File: config.mk
export PLATFORM = sky130hd
export DESIGN_NAME = fbt_ctrl
export DESIGN_NICKNAME = d
export VERILOG_FILES = /design/src/hdl/fbt_pkg.sv /design/src/hdl/fbt_ctrl.sv
export SDC_FILE = /design/constraint.sdc
export NUM_CORES = 1
export LEC_CHECK = 0
export BUFFER_PORTS_ARGS = -buffer_cell sky130_fd_sc_hd__buf_2
export CORE_MARGIN = 2
export CORE_UTILIZATION = 45
export CTS_CLUSTER_SIZE = 28
export DETAILED_ROUTE_END_ITERATION = 10
export GPL_ROUTABILITY_DRIVEN = 0
export PLACE_DENSITY = 0.72
export SYNTH_ARGS = -nofsm -noshare
export SYNTH_HDL_FRONTEND = slang
export SYNTH_SLANG_ARGS = --single-unit
File: constraint.sdc
create_clock -name clk -period 4.55 [get_ports clk]
set_input_delay 0.455 -clock clk [delete_from_list [all_inputs] [get_ports clk]]
set_output_delay 0.455 -clock clk [all_outputs]
set_load 0.05 [all_outputs]
File: src/hdl/fbt_pkg.sv
// Shared types, codes and constants of the flow border tagger.
package fbt_pkg;

    localparam int unsigned NUM_DEVICES_DEF = 16;
    localparam int unsigned NUM_IFACES_DEF  = 1024;

    localparam int unsigned DEV_W   = 8;
    localparam int unsigned IF_W    = 16;
    localparam int unsigned TIME_W  = 32;
    localparam int unsigned COUNT_W = 32;
    localparam int unsigned CFG_W   = 32;

    localparam logic [TIME_W-1:0]  INTERVAL_RESET = 32'd300;
    localparam logic [COUNT_W-1:0] COUNT_MAX      = '1;
    localparam logic [TIME_W-1:0]  TIME_MAX       = '1;

    typedef enum logic [1:0] {
        OP_FLOW  = 2'd0,
        OP_WRITE = 2'd1,
        OP_CLEAR = 2'd2
    } opcode_t;

    typedef enum logic {
        KIND_FLOW   = 1'b0,
        KIND_REPORT = 1'b1
    } kind_t;

    typedef enum logic [1:0] {
        TAG_UNKNOWN = 2'd0,
        TAG_IN      = 2'd1,
        TAG_OUT     = 2'd2
    } tag_t;

    typedef enum logic {
        CFG_DROP_UNKNOWN = 1'b0,
        CFG_INTERVAL     = 1'b1
    } cfg_index_t;

    // Commands from the controller to the datapath.
    typedef struct packed {
        logic cap_item;
        logic tbl_write;
        logic clr_write;
        logic rd_out;
        logic cap_in_mark;
        logic cap_out_mark;
        logic div_start;
        logic win_restart;
        logic load_report;
        logic load_flow;
    } dp_cmd_t;

    // Status from the datapath to the controller.
    typedef struct packed {
        logic roll_due;
        logic window_begun;
        logic div_busy;
        logic clr_last;
        logic out_free;
    } dp_status_t;

    function automatic logic [COUNT_W-1:0] sat_inc(input logic [COUNT_W-1:0] v);
        sat_inc = (v == COUNT_MAX) ? v : v + 1'b1;
    endfunction

endpackage

File: src/hdl/fbt_ctrl.sv
// Controller state machine of the flow border tagger.
module fbt_ctrl
    import fbt_pkg::*;
(
    input  logic       clk,
    input  logic       rst_n,
    input  logic       in_valid,
    input  logic [1:0] opcode,
    output logic       in_ready,
    input  dp_status_t status,
    output dp_cmd_t    cmd
);

    typedef enum logic [8:0] {
        S_IDLE     = 9'b000000001,
        S_CLEAR    = 9'b000000010,
        S_WRITE    = 9'b000000100,
        S_LOOK_IN  = 9'b000001000,
        S_LOOK_OUT = 9'b000010000,
        S_CHECK    = 9'b000100000,
        S_DIVIDE   = 9'b001000000,
        S_REPORT   = 9'b010000000,
        S_FLOW     = 9'b100000000
    } state_t;

    state_t state_reg, state_next;

    always_comb
    begin
        state_next = state_reg;
        cmd        = '0;
        in_ready   = 1'b0;
        case (state_reg)
            S_IDLE:
            begin
                in_ready = 1'b1;
                if (in_valid)
                begin
                    cmd.cap_item = 1'b1;
                    case (opcode_t'(opcode))
                        OP_FLOW:  state_next = S_LOOK_IN;
                        OP_WRITE: state_next = S_WRITE;
                        OP_CLEAR: state_next = S_CLEAR;
                        default:  state_next = S_IDLE;
                    endcase
                end
            end
            S_CLEAR:
            begin
                cmd.clr_write = 1'b1;
                if (status.clr_last)
                begin
                    state_next = S_IDLE;
                end
            end
            S_WRITE:
            begin
                cmd.tbl_write = 1'b1;
                state_next    = S_IDLE;
            end
            S_LOOK_IN:
            begin
                state_next = S_LOOK_OUT;
            end
            S_LOOK_OUT:
            begin
                cmd.rd_out      = 1'b1;
                cmd.cap_in_mark = 1'b1;
                state_next      = S_CHECK;
            end
            S_CHECK:
            begin
                cmd.cap_out_mark = 1'b1;
                if (status.roll_due)
                begin
                    cmd.div_start = 1'b1;
                    state_next    = S_DIVIDE;
                end
                else
                begin
                    state_next = S_FLOW;
                end
            end
            S_DIVIDE:
            begin
                if (!status.div_busy)
                begin
                    if (status.window_begun)
                    begin
                        state_next = S_REPORT;
                    end
                    else
                    begin
                        cmd.win_restart = 1'b1;
                        state_next      = S_FLOW;
                    end
                end
            end
            S_REPORT:
            begin
                if (status.out_free)
                begin
                    cmd.load_report = 1'b1;
                    cmd.win_restart = 1'b1;
                    state_next      = S_FLOW;
                end
            end
            S_FLOW:
            begin
                if (status.out_free)
                begin
                    cmd.load_flow = 1'b1;
                    state_next    = S_IDLE;
                end
            end
            default:
            begin
                state_next = S_IDLE;
            end
        endcase
    end

    // The table is swept clear after reset before the first item is taken.
    always_ff @(posedge clk or negedge rst_n)
    begin
        if (!rst_n)
        begin
            state_reg <= S_CLEAR;
        end
        else
        begin
            state_reg <= state_next;
        end
    end

    a_one_load: assert property (@(posedge clk) disable iff (!rst_n)
        !(cmd.load_report && cmd.load_flow))
        else $error("report and flow result loaded in the same cycle");

    a_load_free: assert property (@(posedge clk) disable iff (!rst_n)
        (cmd.load_report || cmd.load_flow) |-> status.out_free)
        else $error("result loaded over an untaken result");

    a_div_runs: assert property (@(posedge clk) disable iff (!rst_n)
        cmd.div_start |=> status.div_busy)
        else $error("remainder unit did not start");

endmodule

==> out/metrics.cfg <==
[setup_path]
r2r_cells = 4
start_kind = flop
path_max_fanout = 5
r2r_slack_ps = 2900
regToRegStartpoint = state_reg[2]
rr_endpoint = state_reg[8]
cp.arrival_ps = 1840
endpoint_kind = output pin
crit_type = flop to output pin
cp-startpoint = state_reg[2]
cp.required_ps = 4090

[synthesis]
async_reset_ff_share_pct = 100
syn_nets = 83
ys.flop_type = dfrtp_1
synth_area_um2 = 663
netlist_top_cells_area = dfrtp_1 (30%), nand2_1 (5.7%), nor2_1 (5.7%)
synth_top_family_by_area = simple AND/OR/NAND/NOR gates
synth-compound-area-share_pct = 17.4
yosysWarnings = 0
yosysSeqAreaShare_pct = 34.2
synth_edf_count = 0
synthSimpleGateAreaFrac_pct = 40.4
syn_area_per_cell_um2 = 9.08
synth.area.mux_share_pct = 2.26
synthAdderAreaFrac_pct = 0
synthDistinctLibCells = 31
synth_xor_area_share_pct = 1.32
synth-seq-cells = 9
yosys.area.top_type_share_pct = 30.2
synthCells = 73
yosysTopAreaCell = dfrtp_1

[timing]
hold_violations = 0
period_needed_ps = 2290
finalSetupViolCount = 0
worstMarginPinSlew_ps = 324
fin_skew_ps = 3.71
slew_violations = 0
grt_setup_unrepaired = no
maxSlewHeadroom_pct = 78.4
layout_setup_ws_ps = 2260
finalCritPeriodShare_pct = 50.4
setup_tns_ps = 0
fmaxAchievable_mhz = 436

[clocking]
numCtsBuffers = 3
cts_buffer_depth = 2
post-cts-setup-buffer-count = 0
cts_tree = done
clkTransAtPathRegs_ps = 60
htreeDepth = 1
root_buffer = clkbuf_4
insertion_delay_ps = 260
post_cts_resize_count = 0
cts_sinks = 9
cts_hold_buf = 0

[placed_design]
dp_slack_ps = 2530
numPortBuffers = 20
dp.cells = 106
dp_hpwl_mm = 1.15

[layout]
largest_register_ffs = 9
syn2layout_area_growth_pct = 19.6
final_cell_mix = buf_2 (20), nor2_1 (10), nand2_1 (10), dfrtp_1 (8)
layout_commonest_cell = buf_2
nets = 106
final_cell_count_no_fill = 110
drive_gt1_share_pct = 35.8
diodes = 0
final_util_pct = 59.5

[pwr]
power_frac_seq_pct = 34.1
p_sw_share_pct = 46.5
p_int_w = 0.000172
power.total_w = 0.000321
powerDensity_nw_per_um2 = 405
p_clk_share_pct = 19.4
p_leak_nw = 0.366
p_switching_w = 0.000149
peakVddDrop_uv = 259
combPwrFrac_pct = 46.5

[die]
ios = 21
die_area_um2 = 1800
core-area_um2 = 1330
fp.dieH_um = 42.4
die_w_um = 42.4
num_rows = 13
initial_utilization_pct = 49.7

[global_route]
antenna_found_initial = 0
grt_pass1_vias = 516
grt_max_degree = 10
grt_usage_pct = 17.0
grt_pass1_wl_mm = 2.34
grt-ovfl-total = 0

[routing]
post-route-drc-count = 0
dr.first_iter.drc_count = 8
ant_nets = 0
wl_per_cell_um = 12.4
wl_mm = 1.37
via_per_inst = 5.58
first_pass_iters = 4
vias = 614

[status]
status = finished clean

[flow_run]
cap_viol_max_count = 0

[worst_hold_path]
holdCritPathClass = input port to asynchronous set/reset pin

## synth_stat cells, types with 3 or more instances
library cell,n
a21oi_1,3
dfrtp_1,8
inv_1,4
nand2_1,10
nand3b_1,4
nor2_1,10
## layer usage
layer	vias to the layer above	share of wire [%]	wire length [um]	track usage (%)
met3	2	4.4	60	5.60
met4	0	0.66	9	3.75
met5	-	0	0	0
met2	14	48	662	25.8
li1	308	-	-	-
met1	290	46	633	23.5
## power groups by stage
stage / combinational [W] / clock (W) / sequential (W)
finish: 0.000149 / 0.0000623 / 0.000109
global route: 0.000165 / 0.0000669 / 0.000112
CTS: 0.000151 / 0.0000633 / 0.000110
detailed placement: 0.000150 / 0 / 0.000111
global placement: 0.000149 / 0 / 0.000111
floorplan: 0.000136 / 0 / 0.0000973
## worst max-delay path: stages (launching register included)
cell and delay (ps):
dfrtp_1 440, nor4_4 360, nand2b_1 190, nor2_1 190
and2_1 140, buf_2 250
## logic make-up (layout without fill, tap and decap cells)
group / after synthesis / after routing
and+or+nand+nor: 42 / 42
AOI/OAI and AO/OA: 14 / 14
DFF: 9 / 9
xor gates and xnor gates: 1 / 1
muxes: 1 / 1
buffers and inverters: 6 / 28
## metrics by stage
stage                     area, um^2  hold WS, ps
after floorplan                  663          159
after global placement           767          317
after detailed placement         767          316
after CTS                        793         35.9
after global routing             793         40.3
final                            793         27.3
## final cells by class
cell class,instances,area (um^2)
inverters,4,15.0
multi-input cells,58,407
clock buffers,4,26.3
repair buffers,20,100
well taps,15,18.8
fillers,131,541
flip-flops and latches,9,226
## how the worst max path moves through the flow
stage / endpoint / slack (ps) / cells after the start
after floorplan: cmd[8] / 1630 / 3
after global placement: cmd[3] / 2550 / 5
after detailed placement: cmd[3] / 2530 / 5
after CTS: cmd[3] / 2240 / 5
after global routing: cmd[3] / 2090 / 5
final: cmd[3] / 2260 / 5
Note: power is estimated with default switching activity, not from simulation.
